[src/rtl/core/ecd_ram.sv]
// ecd_ram: generic single-write, single-read RAM with registered read data.
// Standalone; used for the link store and the amount table.
`default_nettype none
module ecd_ram #(
    parameter int WIDTH = 32,
    parameter int DEPTH = 128,
    parameter int AW    = (DEPTH > 1) ? $clog2(DEPTH) : 1
) (
    input  wire logic             i_clk,
    input  wire logic             i_we,
    input  wire logic [AW-1:0]    i_waddr,
    input  wire logic [WIDTH-1:0] i_wdata,
    input  wire logic             i_re,
    input  wire logic [AW-1:0]    i_raddr,
    output logic      [WIDTH-1:0] o_rdata
);

    logic [WIDTH-1:0] r_mem [DEPTH];
    logic [WIDTH-1:0] r_rdata;

    always_ff @(posedge i_clk) begin
        if (i_we) begin
            r_mem[i_waddr] <= i_wdata;
        end
        if (i_re) begin
            r_rdata <= r_mem[i_raddr];
        end
    end

    assign o_rdata = r_rdata;

endmodule
`default_nettype wire

[config.mk]
export PLATFORM = sky130hd
export DESIGN_NAME = ecd_ram
export DESIGN_NICKNAME = d
export VERILOG_FILES = /design/src/rtl/core/ecd_ram.sv
export SDC_FILE = /design/constraint.sdc
export NUM_CORES = 2
export LEC_CHECK = 0
export BUFFER_PORTS_ARGS = -buffer_cell sky130_fd_sc_hd__buf_4
export CAP_MARGIN = 10
export CORE_ASPECT_RATIO = 0.9
export CORE_MARGIN = 5
export CORE_UTILIZATION = 40
export DETAILED_ROUTE_END_ITERATION = 6
export PLACE_DENSITY = 0.57
export SYNTH_ARGS = -nofsm -noshare
export SYNTH_HDL_FRONTEND = slang
export SYNTH_SLANG_ARGS = --single-unit
[constraint.sdc]
create_clock -name i_clk -period 3.6 [get_ports i_clk]
set_clock_uncertainty 0.05 [all_clocks]
set_input_delay 0.36 -clock i_clk [delete_from_list [all_inputs] [get_ports i_clk]]
set_output_delay 0.36 -clock i_clk [all_outputs]
set_load 0.005 [all_outputs]
### Word level (Yosys, flattened, before mapping)

Memories as Yosys holds them, arrays and structs flattened. A register that Yosys moved wholly into a read port is not among the register bits.
Cells that the tools add are included.

| word-level totals | value |
|---|---|
| flip-flop bits (word level) | 0 |
| memory bits (writable) | 4096 |
| output and inout bits | 32 |
| logic and storage cells | 3 |
| memories | 1 |

| operators by class | value |
|---|---|
| multiplexer cells | 2 |

Memories:

| name | depth | bits a word | read ports | clocked after memory_dff | wr ports | RTL line | source |
|---|---|---|---|---|---|---|---|
| r_mem | 128 | 32 | 1 | 1 | 1 | 18 | `logic [WIDTH-1:0] r_mem [DEPTH];` |

Operator list:

| cell | count |
|---|---|
| two-way mux 1 bit | 2 |

### Longest topological paths before layout

| depth | value |
|---|---|
| depth in word-level cells | 2 |
| mapped depth | 8 |

### Worst setup path after synthesis

Ideal clock, no wire load.

| timing | value |
|---|---|
| kind | in2reg |
| from | input i_we |
| to | memory r_mem[98][0] (enable) |
| setup time | 461 ps |
| arrival time | 3138 ps |
| data required time | 3089 ps |
| slack | -49 ps |
| stages | 3 |
| buffers on the path | 1 |
| path through | clkbuf_1 nand4_1 nor3_1 |

| on the way | value |
|---|---|
| longest elaborated chain between the ends | 2 |

RTL lines:

| what | RTL line | source |
|---|---|---|
| from (decl) | 10 | `input wire logic i_we,` |
| two-way mux 1 bit | 22 | `if (i_we) begin` |
| two-way mux 1 bit (implied by the code) | 23 | `r_mem[i_waddr] <= i_wdata;` |
| to (decl) | 18 |  |

No other way between the ends.

==> results.md <==
* Resized cells post-CTS at 0
* Synth area leader: edfxtp_1
* Post-synthesis mux area share at 0.196
* Synth top area cells: edfxtp_1 (79%), mux4_2 (19%), clkbuf_1 (0.44%)
* Non-filler instance count after layout at 12100
* Slew @ Worst Pin at 1320 ps
* Fraction of layout cells with a size suffix above 1 at 0.370
* PortBufs at 80
* Die Height at 604 um
* Number of global-route vias before repair at 72000
* Final hold viol count at 0
* HPWL Detailed at 228000 um
* GRT Total Usage at 0.199
* Final period utilization at 0.783
* Gate Count Post-Synth at between 5000 and 6000
* Cell Count Post-Placement at around 11000
* Final setup violation count at 0
* Hold Startpoint: i_wdata[13]
* Die span in x at 670 um
* Initial antenna violation count at between 50 and 60
* Power Total at 99900 uW
* Synth warn at 0
* Netlist cell types at 16
* # hold bufs at CTS at 15
* R2R depth at 4
* Sequential cell area fraction in the yosys report at 0.792
* # DRC at 0
* WS Path Type: reg -> reg
* Number of synthesized register bits at around 4100
* GP Congestion at approximately 0.78
* Place WS at -203 ps
* Core area at 0.391 sq mm
* Fmax at 0.355 GHz
* H-tree levels at 5
* P&R area growth vs syn at 16.6%
* Startpoint types: flip-flop
* DRT iter0 DRCs at between 9000 and 10000
* Post-synthesis compound-gate area fraction at 0
* Critical-path cell list: mux4_2 > mux4_2 > mux4_2 > mux2_2
* WHS at between 30 and 40 ps
* Post-Synth XOR/XNOR Area at 0
* CTS clk-pin slew, worst paths at ~60 ps
* Post-synthesis simple-gate area fraction at 0.00445
* Final ANT Viol Nets at 0
* CP Max Fanout at 1
* CTS tree: yes
* Adder-cell share of the synthesized area at 0
* Fillers at 31200
* NumNets Final at between 6000 and 7000
* Final core occ at 0.467
* Unrepaired setup endpoints after global routing: false
* Setup Buffers After CTS at 0
* Clock Latency Late Sink at roughly 950 ps
* FF-to-FF Start: r_mem[119][19]
* Largest family of logic cells by synthesized area: multiplexers
* WL/cell at 33.5 um
* Max-cap violations at 0
* First-pass GRT wire length at approximately 570000 um
* CTS Sinks at 4128
* Hold Crit Endpoint: r_mem[124][13]
* CTS buffer count at 410
* Hold Crit Class: in -> reg
* DR vias/cell at just under 6
* Die ar. at 0.404 sq mm
* Max Transition Viols Final at 0
* CP max stage cell: mux4_2
* Top cell type's share of synthesized area at 0.792
* Vias at 70700
* Outcome: complete, no violations
* Period minus WS final at 2820 ps
* IO Pins at 81
* Max clock buf depth at 4
* CP arrival at 3450 ps
* R2R setup slack at 780 ps
* Reg-to-Reg End: o_rdata[19]
* PwrDens at 547 mW/mm^2
* Largest net degree at the start of global routing at 111
* Slew HR at 0.123
* Num rows at 218
* Leakage at 0.0557 uW
* Most used cell, CP: mux4_2
* Final wirelength at 407000 um
* Initial core utilization at 0.401
* Residual overflow from global routing at 0
* Avg Inst Size Synth at around 26 sq um
* WHS Path Cells at 1
* CP Capture Type: flip-flop
* Root Driver: clkbuf_16
* Setup WS post-layout at 781 ps
* Slowest stage delay, CP at 670 ps
* Required time of the critical path at 4230 ps
* First-pass DRT Iterations at 5
* Peak supply drop at 0.416 mV
* Mapped Nets at 6039
* Synth Cell Area at between 0.15 and 0.2 sq mm
-- routing by layer --
layer  part of all wire  track usage  vias to the layer above  wire length [um]
met2               0.48        0.318                     2925            196000
met5           0.000076            0                        -                31
met3              0.084       0.0431                      456             34100
met4              0.021       0.0423                        6              8640
met1               0.41        0.284                    39500            169000
li1                   -            -                    27800                 -
-- sequential cells by signal (all words and copies together) (netlist names) --
register  cells
o_rdata      32
r_mem      4096
-- report_power, final --
part / switching [uW] / internal (uW)
registers: 122 / 53100
clock network: 17700 / 23500
logic: 3150 / 2210
-- synthesized netlist by cell type, drive strengths merged --
master and count:
nand2 14, edfxtp 4128, mux2 32, buf 134
nand3 12, clkbuf 182, nor3 9, nand2b 2
nor2b 7, nand4 3, mux4 1344, or3 1
nor2 122
-- critical path, delay by kind of cell, from the launching register on --
| family | cells | cell delay, ps |
|---|---|---|
| mux | 4 | 2120 |
| flops | 1 | 360 |
-- stage by stage --
step	setup TNS (ps)	area, sq um
2_1_floorplan	-3510	157000
3_3_place_gp	-809	169000
3_5_place_dp	-828	169000
4_1_cts	0	183000
5_1_grt	0	183000
6_report	0	183000
-- cell families (layout without fill, tap and decap cells) --
kind of cell	after synthesis	in the layout
multiplexers	1376	1376
AND/OR/NAND/NOR	170	170
flip-flops	4128	4128
other	0	29
buffers and inverters	316	1273
-- worst max path at each step --
stage | from | end | slack, ps | cells after the start
finish | r_mem[119][19] | o_rdata[19] | 780 | 4
global route | i_raddr[0] | o_rdata[1] | 750 | 8
CTS | r_mem[23][7] | o_rdata[7] | 780 | 4
detailed placement | i_raddr[0] | o_rdata[1] | -200 | 8
global placement | i_raddr[0] | o_rdata[1] | -190 | 8
floorplan | i_we | r_mem[98][0] | -50 | 3
-- cell type report --
cell class,instances,area [sq um],share of cell area
Sequential cell,4128,124000,0.679
Multi-Input combinational cell,1546,32300,0.177
Clock buffer,517,10800,0.0592
Timing Repair Buffer,521,6930,0.0380
Tap cell,5170,6470,0.0354
Clock inverter,235,2070,0.0113
Antenna cell,29,72.6,0.000397
-- cells in the final DEF (no fill, tap or decap), types with 5 or more instances in the layout --
cell	instances
edfxtp_1	4128
mux4_2	1344
clkbuf_16	417
buf_4	266
buf_12	233
nor2_4	119
clkbuf_1	100
clkinv_1	97
clkinv_2	73
mux2_2	32
bufinv_16	32
diode_2	29
dlygate4sd3_1	16
nand2_1	11
clkinvlp_4	11
inv_6	9
nand3_1	8
nor2b_1	7
clkinv_8	7
nor3_2	5
(Power assumes the default switching activity.)
