## src/rtl/core/ecd_pkg.sv

```systemverilog
// ecd_pkg: sizes, link record, sequencer types and helpers for the
// exchange gain cycle detector. No dependencies; every rtl/core file but ecd_ram uses it.
`default_nettype none
package ecd_pkg;

    localparam int MAX_CURRENCIES = 128;
    localparam int MAX_LINKS      = 256;

    // field widths fixed by the interface
    localparam int NODE_W     = 7;
    localparam int AMT_W      = 32;
    localparam int RATE_W     = 24;
    localparam int FEE_W      = 32;
    localparam int FRAC_W     = 16;
    localparam int CNT_W      = 8;
    localparam int START_W    = 7;
    localparam int CFG_IDX_W  = 2;
    localparam int CFG_DATA_W = 32;

    // derived sizes
    localparam int NCUR_W  = $clog2(MAX_CURRENCIES + 1);
    localparam int CMP_W   = (NCUR_W > CNT_W) ? NCUR_W : CNT_W;
    localparam int AMT_AW  = $clog2(MAX_CURRENCIES);
    localparam int LINK_AW = (MAX_LINKS > 1) ? $clog2(MAX_LINKS) : 1;
    localparam int LINKS_W = $clog2(MAX_LINKS + 1);
    localparam int PROD_W  = AMT_W + RATE_W;

    typedef enum logic [CFG_IDX_W-1:0] {
        CFG_CUR_COUNT = 2'd0,
        CFG_START     = 2'd1,
        CFG_INIT_AMT  = 2'd2
    } t_cfg_idx;

    // one stored link: both directions
    typedef struct packed {
        logic [NODE_W-1:0] first;
        logic [NODE_W-1:0] second;
        logic [RATE_W-1:0] fwd_rate;
        logic [FEE_W-1:0]  fwd_fee;
        logic [RATE_W-1:0] bwd_rate;
        logic [FEE_W-1:0]  bwd_fee;
    } t_link;

    localparam int LINK_REC_W = $bits(t_link);

    typedef enum logic [3:0] {
        S_IDLE,
        S_SEED,
        S_PASS,
        S_LINK_RD,
        S_FROM_RD,
        S_TO_RD,
        S_MUL,
        S_CMP,
        S_EMIT
    } t_state;

    // sequencer -> datapath
    typedef struct packed {
        logic               busy;
        logic               seed;
        logic               link_re;
        logic [LINK_AW-1:0] link_addr;
        logic               dir;
        logic               from_re;
        logic               to_re;
        logic               mul_go;
        logic               amt_we;
        logic               emit;
        logic               gain;
    } t_ctrl;

    // datapath -> sequencer
    typedef struct packed {
        logic               relax;
        logic               out_busy;
        logic [NCUR_W-1:0]  ncur;
        logic [LINKS_W-1:0] links;
    } t_stat;

    // currency count clamped to the store size
    function automatic logic [NCUR_W-1:0] eff_count(input logic [CNT_W-1:0] count);
        logic [CMP_W-1:0] c;
        c = CMP_W'(count);
        if (c > CMP_W'(MAX_CURRENCIES)) begin
            return NCUR_W'(MAX_CURRENCIES);
        end
        return NCUR_W'(c);
    endfunction

    function automatic logic in_range(input logic [NODE_W-1:0] node,
                                      input logic [NCUR_W-1:0] ncur);
        return CMP_W'(node) < CMP_W'(ncur);
    endfunction

endpackage
`default_nettype wire

```

## src/rtl/core/ecd_relax.sv

```systemverilog
// ecd_relax: shared relaxation unit: (amount - fee) * rate, Q16 truncate,
// saturate, compare against the destination amount. Uses ecd_pkg.
`default_nettype none
module ecd_relax (
    input  wire logic                      i_clk,
    input  wire logic                      i_go,
    input  wire logic [ecd_pkg::AMT_W-1:0]  i_from_amt,
    input  wire logic [ecd_pkg::FEE_W-1:0]  i_fee,
    input  wire logic [ecd_pkg::RATE_W-1:0] i_rate,
    input  wire logic [ecd_pkg::AMT_W-1:0]  i_to_amt,
    output logic                           o_relax,
    output logic      [ecd_pkg::AMT_W-1:0]  o_cand
);
    import ecd_pkg::*;

    localparam int HI_W = PROD_W - FRAC_W;

    logic              r_ok;
    logic [PROD_W-1:0] r_prod;
    logic [AMT_W-1:0]  diff;
    logic [HI_W-1:0]   hi;

    assign diff = i_from_amt - AMT_W'(i_fee);

    always_ff @(posedge i_clk) begin
        if (i_go) begin
            r_ok   <= i_from_amt > AMT_W'(i_fee);
            r_prod <= PROD_W'(diff) * PROD_W'(i_rate);
        end
    end

    assign hi      = r_prod[PROD_W-1:FRAC_W];
    assign o_cand  = (|hi[HI_W-1:AMT_W]) ? {AMT_W{1'b1}} : hi[AMT_W-1:0];
    assign o_relax = r_ok && (o_cand > i_to_amt);

endmodule
`default_nettype wire

```

## config.mk

```make
export PLATFORM = sky130hd
export DESIGN_NAME = ecd_relax
export DESIGN_NICKNAME = d
export VERILOG_FILES = /design/src/rtl/core/ecd_pkg.sv /design/src/rtl/core/ecd_relax.sv
export SDC_FILE = /design/constraint.sdc
export NUM_CORES = 2
export LEC_CHECK = 0
export BUFFER_PORTS_ARGS = -buffer_cell sky130_fd_sc_hd__buf_2
export CAP_MARGIN = 20
export CORE_MARGIN = 5
export CORE_UTILIZATION = 60
export CTS_CLUSTER_SIZE = 20
export DETAILED_ROUTE_END_ITERATION = 16
export PLACE_DENSITY = 0.78
export SKIP_LAST_GASP = 1
export SLEW_MARGIN = 20
export SYNTH_ARGS = -nofsm -noshare
export SYNTH_HDL_FRONTEND = slang
export SYNTH_SLANG_ARGS = --single-unit
```

## constraint.sdc

```tcl
create_clock -name i_clk -period 21.9 [get_ports i_clk]
set_input_delay 1.095 -clock i_clk [delete_from_list [all_inputs] [get_ports i_clk]]
set_output_delay 1.095 -clock i_clk [all_outputs]
set_load 0.01 [all_outputs]
```

; ---- After elaboration in Yosys (flattened, before gate mapping)
; Index checks and enable logic that the tools add are counted.
[totals]
reg_bits = 57
latch_bits = 0
ramBits = 0
rom_bits = 0
in_bits = 122
out_inout_bits = 33
elab_cells = 9
mem_count = 0
[classes]
addsub = 1
mul = 1
div = 0
n_lt_le_gt_ge = 2
n_eq_ne = 0
shift = 0
mux = 1
n_bitwise = 0
n_reduce_logical = 2
[ops]
columns = op, n
row1 = $gt 32x32->1, 2
row2 = $mul 32x24->56, 1
row3 = $mux 32, 1
row4 = $sub 32x32->32, 1
row5 = $reduce_or 8->1, 1
row6 = $logic_and 1x1->1, 1

; ---- Logic depth before layout (Yosys ltp)
[depth]
depth_word = 4
depth_mapped = 38
mapped_depth_nobuf = 36

; ---- Worst setup path after synthesis
; Ideal clock, no wire load.
[synth_timing]
path_type = input-to-reg
start = input port i_from_amt[0] (netlist bit)
end = register r_prod[40] (data pin)
setup_ps = 265
arrival_ps = 9278
t_required_ps = 21635
path_slack_ps = 12357
path_stages = 33
n_path_buf = 1
cell_sequence = inv_1 -> ha_1 -> fa_1 -> nor2b_1 -> o21ai_0 -> a21boi_0 -> o21ai_0 -> a21o_1 -> a21oi_1 -> nor3_1 -> a311oi_1 -> clkbuf_1 -> nand2_1 -> fa_1 -> fa_1 -> fa_1 -> fa_1 -> fa_1 -> inv_1 -> fa_1 -> inv_1 -> fa_1 -> inv_1 -> ha_1 -> a21o_1 -> a21oi_1 -> nor2b_1 -> o31a_1 -> o21a_1 -> o22a_1 -> a211oi_1 -> o21ai_0 -> xor2_1
[synth_via]
elab_chain_len = 2
[synth_rtl]
columns = element, line_no
row1 = start: declaration, ecd_relax.sv:7  ; input wire logic [ecd_pkg::AMT_W-1:0] i_from_amt,
row2 = $sub 32x32->32, ecd_relax.sv:23  ; assign diff = i_from_amt - AMT_W'(i_fee);
row3 = $mul 32x24->56, ecd_relax.sv:28  ; r_prod <= PROD_W'(diff) * PROD_W'(i_rate);
row4 = end signal: assignment, ecd_relax.sv:28
row5 = end: declaration, ecd_relax.sv:19  ; logic [PROD_W-1:0] r_prod;
; No other way between the ends.
; A chain may end at the register's enable or synchronous reset.

; ---- Final worst setup path
[layout_timing]
start = input port i_from_amt[0] (netlist bit)
end = register r_prod[49] (data pin)
; The elaborated chain is that of the path after synthesis.

==> run summary <==
Slew HR = 34.73%
Syn_nets = 4,626
Crit Path Max Fanout = 24
Unrepaired setup endpoints after global routing = false
Ys Warns = 0
Setup Fix Bufs, Post-CTS = 0
Detailed Place HPWL = 65,560 um
Highest Clock Rate = 93.22 MHz
CP Data Arrival Time = 10.77 ns
Ratio of cells with drive above 1 in the final layout = 8.544%
Initial antenna violation count = 1
Nets@finish = 4,626
Die width = 237.2 um
Final hold vios = 0
Setup crit start kind = input port
Min cycle time layout = 10.73 ns
Critical path endpoint category = register
Synth Register Bits = 41
Actual slew at the worst max-slew pin = 0.9791 ns
WL/cell = 19.91 um
Number of CTS-inserted buffers = 5
Num ports = 155
Hold Path End = r_prod[55]
# resized after CTS = 0
Initial Util = 60.50%
DR top layer = met5
Vias in the first global route = 26.10k
Core area = 51,200 um^2
Post-route ant nets = 0
Area share of the largest cell type after synthesis = 42.53%
Initial drt markers = 1,738
Chip height = 237.2 um
Worst hold stages = 1
Area leader, netlist = fa_1
Routed met1 length = 30,850 um
Global-route wire length before repair = 137,200 um
Total Routed Length = 85,310 um
Crit path max-delay cell type = nor4b_1
Setup TNS = 0 ns
Top cells by count, synth = inv_1, fa_1, nand2_1
DR vias = 24.58k
PortBufs = 154
Syn Area/Cell = 8.594 um^2
Post-synth ARST share = 0%
Drt via density = 5.737
Outcome = finished clean
Clk buf depth = 2
Synth cell types = 70
H-tree Lvls = 2
Worst Setup Path Type = input port to register
Top FF cell, synth = edfxtp_1
Sequential fraction of the synthesis area = 3.975%
Most frequent cell after synthesis = inv_1
Slew Limit Fails = 0
Endpoints failing setup = 0
Die area = 56,260 um^2
Number of inserted diodes = 0
Period utilization = 48.98%
DRC = 0
Clk pin slew, worst setup/hold paths = 0.06 ns
Area Overhead vs Synth = 5.098%
Final RePlAce weighted congestion = 0.9737
TritonCTS clock tree = done
Largest stage delay, worst path = 0.78 ns
Global-route usage over all layers = 30.65%
Max cap viols = 0
# hold bufs at CTS = 0
CTS sink count = 41
HP Start = i_go
Req. time, crit path = 21.94 ns
Met2 WL = 42,970 um
Largest net degree at the start of global routing = 57
Top cells by area, synth = fa_1, inv_1, ha_1, and2_1, nand2_1
CP dominant cell by count = fa_1
Grt ovf = 0
Tightest Hold Check Type = input port to register
Clk root buf = clkbuf_16
Cells after synthesis = 3,604
Number of synthesized flops with an enable pin = 41
Initial DRT Pass Iterations = 9
# rows = 83
Met3 WL = 5939 um
Synth Cell Area = 30,970 um^2
metal layers:
layer  vias to the layer above  GRT usage [%]
li1                      10797              -
met5                         -              0
met1                     12388          37.81
met4                         2          16.14
met2                      1080          53.48
met3                       315          3.202
worst max-delay path by stage:
| stage | startpoint | end | slack, ns | cells after the start |
|---|---|---|---|---|
| CTS | i_from_amt[0] | r_prod[55] | 11.22 | 35 |
| detailed placement | i_from_amt[0] | r_prod[55] | 10.95 | 35 |
| global placement | i_from_amt[0] | r_prod[55] | 11.08 | 35 |
| finish | i_from_amt[0] | r_prod[49] | 11.17 | 34 |
| floorplan | i_from_amt[0] | r_prod[40] | 12.36 | 33 |
| global route | i_from_amt[0] | r_prod[49] | 10.69 | 34 |
area by class of cell:
cell class,instances,area [um^2]
multi-input cells,2513,26000
fillers,4322,18650
inverters,837,3142
flip-flops and latches,41,1231
repair buffers,206,1161
well taps,680,850.8
clock buffers,5,125.1
clock inverters,3,41.29
cells in the final DEF, fill, tap and decap left out, types with 54 or more instances in the layout:
cell type,Yosys,routed
a21o_1,64,64
a21oi_1,85,84
and2_1,278,278
buf_2,6,154
fa_1,658,658
ha_1,242,242
inv_1,836,836
mux2i_1,79,79
nand2_1,456,456
nand2b_1,120,120
nor2_1,55,55
o21ai_0,56,54
critical path, delay by kind of cell:
| kind | cells | cell delay, ns |
|---|---|---|
| and+or+nand+nor | 6 | 2.39 |
| AOI/OAI and AO/OA | 8 | 1.82 |
| xor gates and xnor gates | 2 | 0.26 |
| buffers and inverters | 8 | 0.83 |
| adders and majority gates | 10 | 4.38 |
cell families (layout without fill, tap and decap cells):
group           count (synthesis)  count (layout)  synth area share, %
compound gates                318             318                6.827
xor+xnor                       53              53                1.499
fa+ha+maj                     900             900                52.31
buf+inv                      1050            1051                12.83
flops                          41              41                3.975
mux                           127             127                4.298
simple gates                 1115            1115                18.26
state kept, by name, summed over array words and instances, names as in the netlist:
register	cells
r_ok	1
r_prod	40
metrics by stage:
step	worst slack (ns)	std cells	instance area [um^2]	util, %	hold WS (ns)
floorplan	12.36	3604	30970	-	1.208
global placement	11.08	4277	32380	63.25	1.634
detailed placement	10.95	4277	32380	63.25	1.635
CTS	11.22	4285	32550	63.58	1.526
global route	10.69	4285	32550	63.58	1.553
finish	11.17	4285	32550	63.58	1.518
Power is not shown: default switching activity piles up to over one toggle a cycle in this logic, so the estimate is an artifact.
