File: src/rtl/core/ecd_pkg.sv
// ecd_pkg: sizes, link record, sequencer types and helpers for the
// exchange gain cycle detector. No dependencies; every rtl/core file but ecd_ram uses it.
`default_nettype none
package ecd_pkg;

    localparam int MAX_CURRENCIES = 128;
    localparam int MAX_LINKS      = 256;

    // field widths fixed by the interface
    localparam int NODE_W     = 7;
    localparam int AMT_W      = 32;
    localparam int RATE_W     = 24;
    localparam int FEE_W      = 32;
    localparam int FRAC_W     = 16;
    localparam int CNT_W      = 8;
    localparam int START_W    = 7;
    localparam int CFG_IDX_W  = 2;
    localparam int CFG_DATA_W = 32;

    // derived sizes
    localparam int NCUR_W  = $clog2(MAX_CURRENCIES + 1);
    localparam int CMP_W   = (NCUR_W > CNT_W) ? NCUR_W : CNT_W;
    localparam int AMT_AW  = $clog2(MAX_CURRENCIES);
    localparam int LINK_AW = (MAX_LINKS > 1) ? $clog2(MAX_LINKS) : 1;
    localparam int LINKS_W = $clog2(MAX_LINKS + 1);
    localparam int PROD_W  = AMT_W + RATE_W;

    typedef enum logic [CFG_IDX_W-1:0] {
        CFG_CUR_COUNT = 2'd0,
        CFG_START     = 2'd1,
        CFG_INIT_AMT  = 2'd2
    } t_cfg_idx;

    // one stored link: both directions
    typedef struct packed {
        logic [NODE_W-1:0] first;
        logic [NODE_W-1:0] second;
        logic [RATE_W-1:0] fwd_rate;
        logic [FEE_W-1:0]  fwd_fee;
        logic [RATE_W-1:0] bwd_rate;
        logic [FEE_W-1:0]  bwd_fee;
    } t_link;

    localparam int LINK_REC_W = $bits(t_link);

    typedef enum logic [3:0] {
        S_IDLE,
        S_SEED,
        S_PASS,
        S_LINK_RD,
        S_FROM_RD,
        S_TO_RD,
        S_MUL,
        S_CMP,
        S_EMIT
    } t_state;

    // sequencer -> datapath
    typedef struct packed {
        logic               busy;
        logic               seed;
        logic               link_re;
        logic [LINK_AW-1:0] link_addr;
        logic               dir;
        logic               from_re;
        logic               to_re;
        logic               mul_go;
        logic               amt_we;
        logic               emit;
        logic               gain;
    } t_ctrl;

    // datapath -> sequencer
    typedef struct packed {
        logic               relax;
        logic               out_busy;
        logic [NCUR_W-1:0]  ncur;
        logic [LINKS_W-1:0] links;
    } t_stat;

    // currency count clamped to the store size
    function automatic logic [NCUR_W-1:0] eff_count(input logic [CNT_W-1:0] count);
        logic [CMP_W-1:0] c;
        c = CMP_W'(count);
        if (c > CMP_W'(MAX_CURRENCIES)) begin
            return NCUR_W'(MAX_CURRENCIES);
        end
        return NCUR_W'(c);
    endfunction

    function automatic logic in_range(input logic [NODE_W-1:0] node,
                                      input logic [NCUR_W-1:0] ncur);
        return CMP_W'(node) < CMP_W'(ncur);
    endfunction

endpackage
`default_nettype wire

File: src/rtl/core/ecd_ctrl.sv
// ecd_ctrl: pass/edge sequencer for the relaxation runs.
// Uses ecd_pkg (t_state, t_ctrl, t_stat).
`default_nettype none
module ecd_ctrl (
    input  wire logic           i_clk,
    input  wire logic           i_rst_n,
    input  wire logic           i_start,
    input  wire ecd_pkg::t_stat i_stat,
    output ecd_pkg::t_ctrl      o_ctrl
);
    import ecd_pkg::*;

    t_state             r_state, n_state;
    logic [LINK_AW-1:0] r_link, n_link;
    logic               r_dir, n_dir;
    logic [NCUR_W-1:0]  r_pass, n_pass;
    logic               r_final, n_final;
    logic               r_changed, n_changed;
    logic               r_gain, n_gain;
    logic               last_link;

    assign last_link = (LINKS_W'(r_link) + LINKS_W'(1)) == i_stat.links;

    always_ff @(posedge i_clk) begin
        if (!i_rst_n) begin
            r_state   <= S_IDLE;
            r_link    <= '0;
            r_dir     <= 1'b0;
            r_pass    <= '0;
            r_final   <= 1'b0;
            r_changed <= 1'b0;
            r_gain    <= 1'b0;
        end else begin
            r_state   <= n_state;
            r_link    <= n_link;
            r_dir     <= n_dir;
            r_pass    <= n_pass;
            r_final   <= n_final;
            r_changed <= n_changed;
            r_gain    <= n_gain;
        end
    end

    // next state and counters
    always_comb begin
        n_state   = r_state;
        n_link    = r_link;
        n_dir     = r_dir;
        n_pass    = r_pass;
        n_final   = r_final;
        n_changed = r_changed;
        n_gain    = r_gain;
        unique case (r_state)
            S_IDLE: begin
                if (i_start) n_state = S_SEED;
            end
            S_SEED: begin
                n_pass  = NCUR_W'(1);
                n_final = i_stat.ncur <= NCUR_W'(1);
                n_gain  = 1'b0;
                n_state = S_PASS;
            end
            S_PASS: begin
                n_link    = '0;
                n_dir     = 1'b0;
                n_changed = 1'b0;
                // no edges: nothing can relax
                n_state   = (i_stat.links == '0) ? S_EMIT : S_LINK_RD;
            end
            S_LINK_RD: n_state = S_FROM_RD;
            S_FROM_RD: n_state = S_TO_RD;
            S_TO_RD:   n_state = S_MUL;
            S_MUL:     n_state = S_CMP;
            S_CMP: begin
                if (i_stat.relax && r_final) begin
                    n_gain  = 1'b1;
                    n_state = S_EMIT;
                end else begin
                    if (i_stat.relax) n_changed = 1'b1;
                    if (!r_dir) begin
                        n_dir   = 1'b1;
                        n_state = S_FROM_RD;
                    end else if (last_link) begin
                        if (r_final) begin
                            n_state = S_EMIT;
                        end else if (!(r_changed || i_stat.relax) ||
                                     (r_pass + NCUR_W'(1)) >= i_stat.ncur) begin
                            n_final = 1'b1;
                            n_state = S_PASS;
                        end else begin
                            n_pass  = r_pass + NCUR_W'(1);
                            n_state = S_PASS;
                        end
                    end else begin
                        n_link  = r_link + LINK_AW'(1);
                        n_dir   = 1'b0;
                        n_state = S_LINK_RD;
                    end
                end
            end
            S_EMIT: begin
                if (!i_stat.out_busy) n_state = S_IDLE;
            end
            default: n_state = S_IDLE;
        endcase
    end

    // strobes to the datapath
    always_comb begin
        o_ctrl           = '0;
        o_ctrl.busy      = r_state != S_IDLE;
        o_ctrl.link_addr = r_link;
        o_ctrl.dir       = r_dir;
        o_ctrl.gain      = r_gain;
        unique case (r_state)
            S_SEED:    o_ctrl.seed    = 1'b1;
            S_LINK_RD: o_ctrl.link_re = 1'b1;
            S_FROM_RD: o_ctrl.from_re = 1'b1;
            S_TO_RD:   o_ctrl.to_re   = 1'b1;
            S_MUL:     o_ctrl.mul_go  = 1'b1;
            S_CMP:     o_ctrl.amt_we  = i_stat.relax && !r_final;
            S_EMIT:    o_ctrl.emit    = !i_stat.out_busy;
            default: ;
        endcase
    end

endmodule
`default_nettype wire

File: config.mk
export PLATFORM = sky130hd
export DESIGN_NAME = ecd_ctrl
export DESIGN_NICKNAME = d
export VERILOG_FILES = /design/src/rtl/core/ecd_pkg.sv /design/src/rtl/core/ecd_ctrl.sv
export SDC_FILE = /design/constraint.sdc
export NUM_CORES = 1
export LEC_CHECK = 0
export BUFFER_PORTS_ARGS = -buffer_cell sky130_fd_sc_hd__buf_2
export CORE_MARGIN = 3
export CORE_UTILIZATION = 54
export DETAILED_ROUTE_END_ITERATION = 12
export PLACE_DENSITY = 0.83
export SLEW_MARGIN = 20
export SYNTH_ARGS = -nofsm -noshare
export SYNTH_HDL_FRONTEND = slang
export SYNTH_SLANG_ARGS = --single-unit
File: constraint.sdc
create_clock -name i_clk -period 2.87 [get_ports i_clk]
set_input_delay 0.574 -clock i_clk [delete_from_list [all_inputs] [get_ports i_clk]]
set_output_delay 0.574 -clock i_clk [all_outputs]
set_load 0.03 [all_outputs]
## After elaboration in Yosys (flattened, before gate mapping)

Cells that the tools add are included.

- Add/subtract/negate cells: 3
- Order comparisons: 2
- Equality and inequality tests: 19
- Mux-type cells: 40
- Reductions and logical operators: 19

Operators with widths:

| kind | count |
|---|---|
| 8-bit 2-to-1 mux | 8 |
| 4-bit case mux with 9 select lines | 1 |
| 8-bit case mux with 2 select lines | 2 |
| 4-bit 2-to-1 mux | 7 |
| 2-bit != test, second input constant | 10 |
| 1-bit 2-to-1 mux | 18 |
| 8-bit by 1-bit adder with 8-bit output, second input constant | 2 |
| 4-bit by 3-bit equality test with 1-bit output, second input constant | 4 |
| 8-bit by 1-bit adder with 9-bit output, second input constant | 1 |
| 9-bit equality test | 1 |
| 9-bit logical NOT | 1 |
| 4-bit by 2-bit equality test with 1-bit output, second input constant | 2 |
| 8-bit >= comparator | 1 |
| 8-bit by 1-bit <= comparator with 1-bit output, second input constant | 1 |
| 1-bit case mux with 2 select lines | 4 |
| 4-bit AND reduction | 2 |
| 2-bit AND reduction | 3 |
| 6-bit AND reduction | 1 |
| 4-bit by 1-bit equality test with 1-bit output, second input constant | 1 |
| 4-bit equality test, second input constant | 1 |
| 4-bit logical NOT | 1 |
| 2-bit nonzero test | 2 |
| 4-bit nonzero test | 1 |
| 1-bit logical NOT | 3 |
| other kinds (3) | 5 |

- Register bits: 24
- Bits of input ports: 22
- Output and inout bits: 18
- Word-level logic and storage cells: 90

## Longest topological paths before layout

- Depth after elaboration: 9
- Mapped depth: 11
- Depth with buffers taken out: 11

## Least setup slack after synthesis

No wires, ideal clock.

- Path type: register to register
- Start: reg r_link[0]
- End: reg r_pass[5]
- Library setup time: 0.069 ns
- Arrival: 2.611 ns
- Data required time: 2.801 ns
- Path slack: 0.190 ns
- Stages on the path, launching flop included: 9
- Path through: dfxtp_1 > ha_1 > nand3_2 > and2_1 > or4_1 > a31o_1 > or4b_4 > a21o_1 > o21ai_1

- Cells in the longest elaborated chain, start to end: 4

Ends and longest elaborated chain:

| what | line | source |
|---|---|---|
| start: declaration | ecd_ctrl.sv:14 | `logic [LINK_AW-1:0] r_link, n_link;` |
| start signal: assignment | ecd_ctrl.sv:35 | `r_link <= n_link;` |
| 8-bit by 1-bit adder with 9-bit output | ecd_ctrl.sv:22 | `assign last_link = (LINKS_W'(r_link) + LINKS_W'(1)) == i_stat.links;` |
| 9-bit equality test | ecd_ctrl.sv:22 |  |
| 2-bit != test (no source line) | n/a |  |
| 6-bit AND reduction (no source line) | n/a |  |
| end signal: assignment | ecd_ctrl.sv:37 | `r_pass <= n_pass;` |
| end: declaration | ecd_ctrl.sv:16 | `logic [NCUR_W-1:0] r_pass, n_pass;` |

No other way between the ends.
A chain may end at the register's enable or synchronous reset.

## Worst setup path after layout

- Start: reg r_pass[4]
- End: reg r_pass[3]

- Cells in the longest elaborated chain, start to end: 5

Ends and longest elaborated chain:

| what | line | source |
|---|---|---|
| 8-bit by 1-bit adder with 8-bit output | ecd_ctrl.sv:87 | `(r_pass + NCUR_W'(1)) >= i_stat.ncur) begin` |
| 8-bit >= comparator | ecd_ctrl.sv:87 |  |
| 1-bit logical OR | ecd_ctrl.sv:86 | `end else if (!(r_changed \|\| i_stat.relax) \|\|` |
| 2-bit != test (no source line) | n/a |  |
| 6-bit AND reduction (no source line) | n/a |  |

No other way between the ends.

==> results by group <==
STA
  • Final Cycle Share: 0.958
  • Final worst path period need: 2750 ps
  • Relative slew slack: 0.637
  • Least-Margin Pin Slew: 540 ps
  • Setup-failing EPs final: 0
  • Fmax: 0.364 GHz
  • Final Hold Fails: 0
  • Slew Viols, Final: 0
  • Fin Clk Skew: 8.38 ps

Floorplanning
  • # IOs: 40
  • Full die area: approximately 0.004 sq mm
  • Row count: 20
  • Die Y: 64.1 um
  • Core Area: 0.00313 sq mm
  • Die X: 64.1 um
  • Initial Utilization: 0.582

Yosys
  • Mux contribution to synthesized area: 0.0117
  • Largest family of logic cells by synthesized area: simple AND/OR/NAND/NOR gates
  • Sequential fraction of the synthesis area: 0.264
  • Post-Synth Adder-Cell Area: 0.0687
  • Synth Area in Simple Gates: 0.324
  • Post-synth EDFFs: 0
  • Post-synth ARST share: 0
  • YS warnings: 0
  • Syn Nets: 270
  • Synth Cell Area: 0.00182 sq mm
  • #FFs+latches synth: 24
  • Compound-Gate Fraction of Synth Area: 0.210
  • Cell variety after synth: 50
  • Top_reg_cell synth: dfxtp_1
  • Synth Instances: 238
  • XOR/XNOR Fraction of Synth Area: 0.0674
  • Syn avg cell area: 7.65 sq um

Layout
  • Area taken by multi-input logic gates: 0.00125 sq mm
  • Share of layout cells above drive strength 1: 0.226
  • Fin area: around 0.0021 sq mm
  • Commonest non-fill, non-tap cell in the layout: buf_2
  • Area grow syn2layout: 16.8%
  • ANT cells: 0
  • Final Non-Filler Cells: 318
  • Fillers: 263
  • Reg area: 485 sq um
  • Layout net count: between 300 and 400
  • Most frequent cells in the layout: buf_2 (39), nand2_1 (25), dfxtp_1 (22)

Critical path
  • Max stage delay on crit path: 560 ps
  • Origin of the critical flop-to-flop path: r_pass[4]$_SDFFE_PN0P_
  • CP startpoint: r_pass[4]$_SDFFE_PN0P_
  • R2R depth: 10
  • Flop2flop setup slack: roughly 120 ps
  • FF-to-FF End: r_pass[3]$_SDFFE_PN0P_
  • Max stage delay cell, worst path: or4b_4
  • Cell Chain, Critical Path: and3_1, nand3_1, nor2_1, xor2_1, ha_1, a211oi_2, nand4_1, or4b_4, nand2b_1, o21ai_0
  • Startpoint Class: flip-flop
  • Critical path type: flip-flop to flip-flop
  • CP Data Arrival Time: around 3000 ps
  • Kind of end point of the critical path: flip-flop
  • Req. time, crit path: 3130 ps
  • Top cell family by delay on the critical path: simple AND/OR/NAND/NOR gates
  • Buffers and inverters on the worst path: 0
  • Peak fanout along the critical path: 6

Global routing
  • Vias in the first global route: about 1.7k
  • Largest net degree at the start of global routing: 18
  • Tot GR Track Use: 0.223
  • Grt total ovfl: 0
  • Initial antenna violation count: 0
  • First-pass GRT wire length: 7430 um

Drt
  • Starting DRT DRC Count: 129
  • Vias per cell: 5.86
  • Via count: 1865
  • Routed Antenna Nets: 0
  • Drt wl/cell: 13.5 um
  • Final WL: 4290 um
  • DRT Pass-1 Iters: 4
  • DRC viols: 0

Power and ir drop
  • VDD IR max: 0.253 mV
  • Pwr/cell area: 348 mW/mm^2
  • Leak: 0.955 nW

Clock network
  • Clock tree buffer depth: 2
  • Clock root buffer: clkbuf_4
  • Worst skew pair latency: 330 ps
  • H-tree levels: 1
  • Clk sink count: 24
  • Num CTS Buffers: 3
  • Hold_buf cts: 0
  • TritonCTS clock tree: done
  • Post_cts resized: 0
  • Post-CTS setup buffers: 0
  • Clock transition at path regs: 150 ps

Placed design
  • Detail Placement HPWL: approximately 3200 um
  • Gpl congestion: approximately 0.97
  • # placed instances: about 310
  • Number of port buffers: 39
  • Placed Instance Area: 0.00205 sq mm

Worst hold path
  • Path type of the worst min-delay path: flip-flop to flip-flop
  • Hold path depth: 1
  • Hold wc startpoint: r_changed$_SDFFE_PN0P_
  • Hold endpoint: r_changed$_SDFFE_PN0P_

Job
  • Max_cap viols: 0

Outcome
  • Status: completed
through the flow:
| step | power [mW] | utilization | setup TNS [ps] | hold WS [ps] | setup WS (ps) |
|---|---|---|---|---|---|
| 2_1_floorplan | 0.451 | - | 0 | 441 | 190 |
| 3_3_place_gp | 0.490 | 0.656 | 0 | 453 | 183 |
| 3_5_place_dp | 0.492 | 0.656 | 0 | 459 | 138 |
| 4_1_cts | 0.739 | 0.673 | 0 | 492 | 38.2 |
| 5_1_grt | 0.775 | 0.680 | -138 | 502 | -50.1 |
| 6_report | 0.740 | 0.680 | 0 | 487 | 121 |
final cells by class:
type | count | share of cell area
multi-input cells | 190 | 0.590
clock inverters | 1 | 0.0141
well taps | 44 | 0.0259
clock buffers | 3 | 0.0106
repair buffers | 44 | 0.109
inverters | 12 | 0.0212
flip-flops and latches | 24 | 0.228
flip-flops by register name (all words and copies together) (netlist names):
name       flops
r_final        1
r_state        4
r_gain         1
r_changed      1
r_dir          1
r_link         8
r_pass         8
metal layers:
| metal | vias up | share of wire | track usage |
|---|---|---|---|
| li1 | 952 | - | - |
| met1 | 861 | 0.49 | 0.289 |
| met2 | 48 | 0.46 | 0.368 |
| met3 | 4 | 0.045 | 0.0457 |
| met4 | 0 | 0.010 | 0.0701 |
| met5 | - | 0 | 0 |
synthesized netlist by cell type, types with 3 or more instances:
cell | count | area, sq um
and2_1 | 3 | 18.8
nand2_1 | 25 | 93.8
nand3_1 | 10 | 50.1
ha_1 | 10 | 125
a31o_2 | 3 | 26.3
xnor2_1 | 8 | 70.1
a21o_1 | 4 | 30.0
a211oi_1 | 4 | 30.0
inv_1 | 12 | 45.0
nor2_1 | 21 | 78.8
nand4_1 | 8 | 50.1
o211a_1 | 3 | 30.0
a21oi_1 | 6 | 30.0
nor4_1 | 4 | 25.0
o21ai_0 | 9 | 45.0
xor2_1 | 6 | 52.6
nor3b_1 | 5 | 37.5
o21a_1 | 3 | 22.5
or3_1 | 4 | 25.0
nor3_1 | 10 | 50.1
clkbuf_1 | 8 | 30.0
dfxtp_1 | 24 | 480
nand2b_1 | 11 | 68.8
power breakdown:
part	internal, mW	total, mW	switching, mW
Combinational	0.0520	0.128	0.0756
Sequential	0.342	0.360	0.0172
Clock	0.141	0.253	0.111
Total	0.536	0.740	0.204
logic make-up (layout without fill, tap and decap cells):
group | after synthesis | in the layout
and+or+nand+nor | 113 | 113
AOI/OAI and AO/OA | 51 | 51
DFF | 24 | 24
buffers and inverters | 24 | 60
xor gates and xnor gates | 14 | 14
adders and majority gates | 10 | 10
muxes | 2 | 2
how the worst max path moves through the flow:
| stage | to | slack (ps) | cells after the start |
|---|---|---|---|
| 3_3_place_gp | r_pass[3]$_SDFFE_PN0P_ | 180 | 10 |
| 3_5_place_dp | r_pass[3]$_SDFFE_PN0P_ | 140 | 10 |
| 2_1_floorplan | r_pass[5]$_SDFFE_PN0P_ | 190 | 8 |
| 6_report | r_pass[3]$_SDFFE_PN0P_ | 120 | 10 |
| 4_1_cts | r_pass[3]$_SDFFE_PN0P_ | 40 | 10 |
| 5_1_grt | r_pass[3]$_SDFFE_PN0P_ | -50 | 10 |
(Power assumes the default switching activity.)
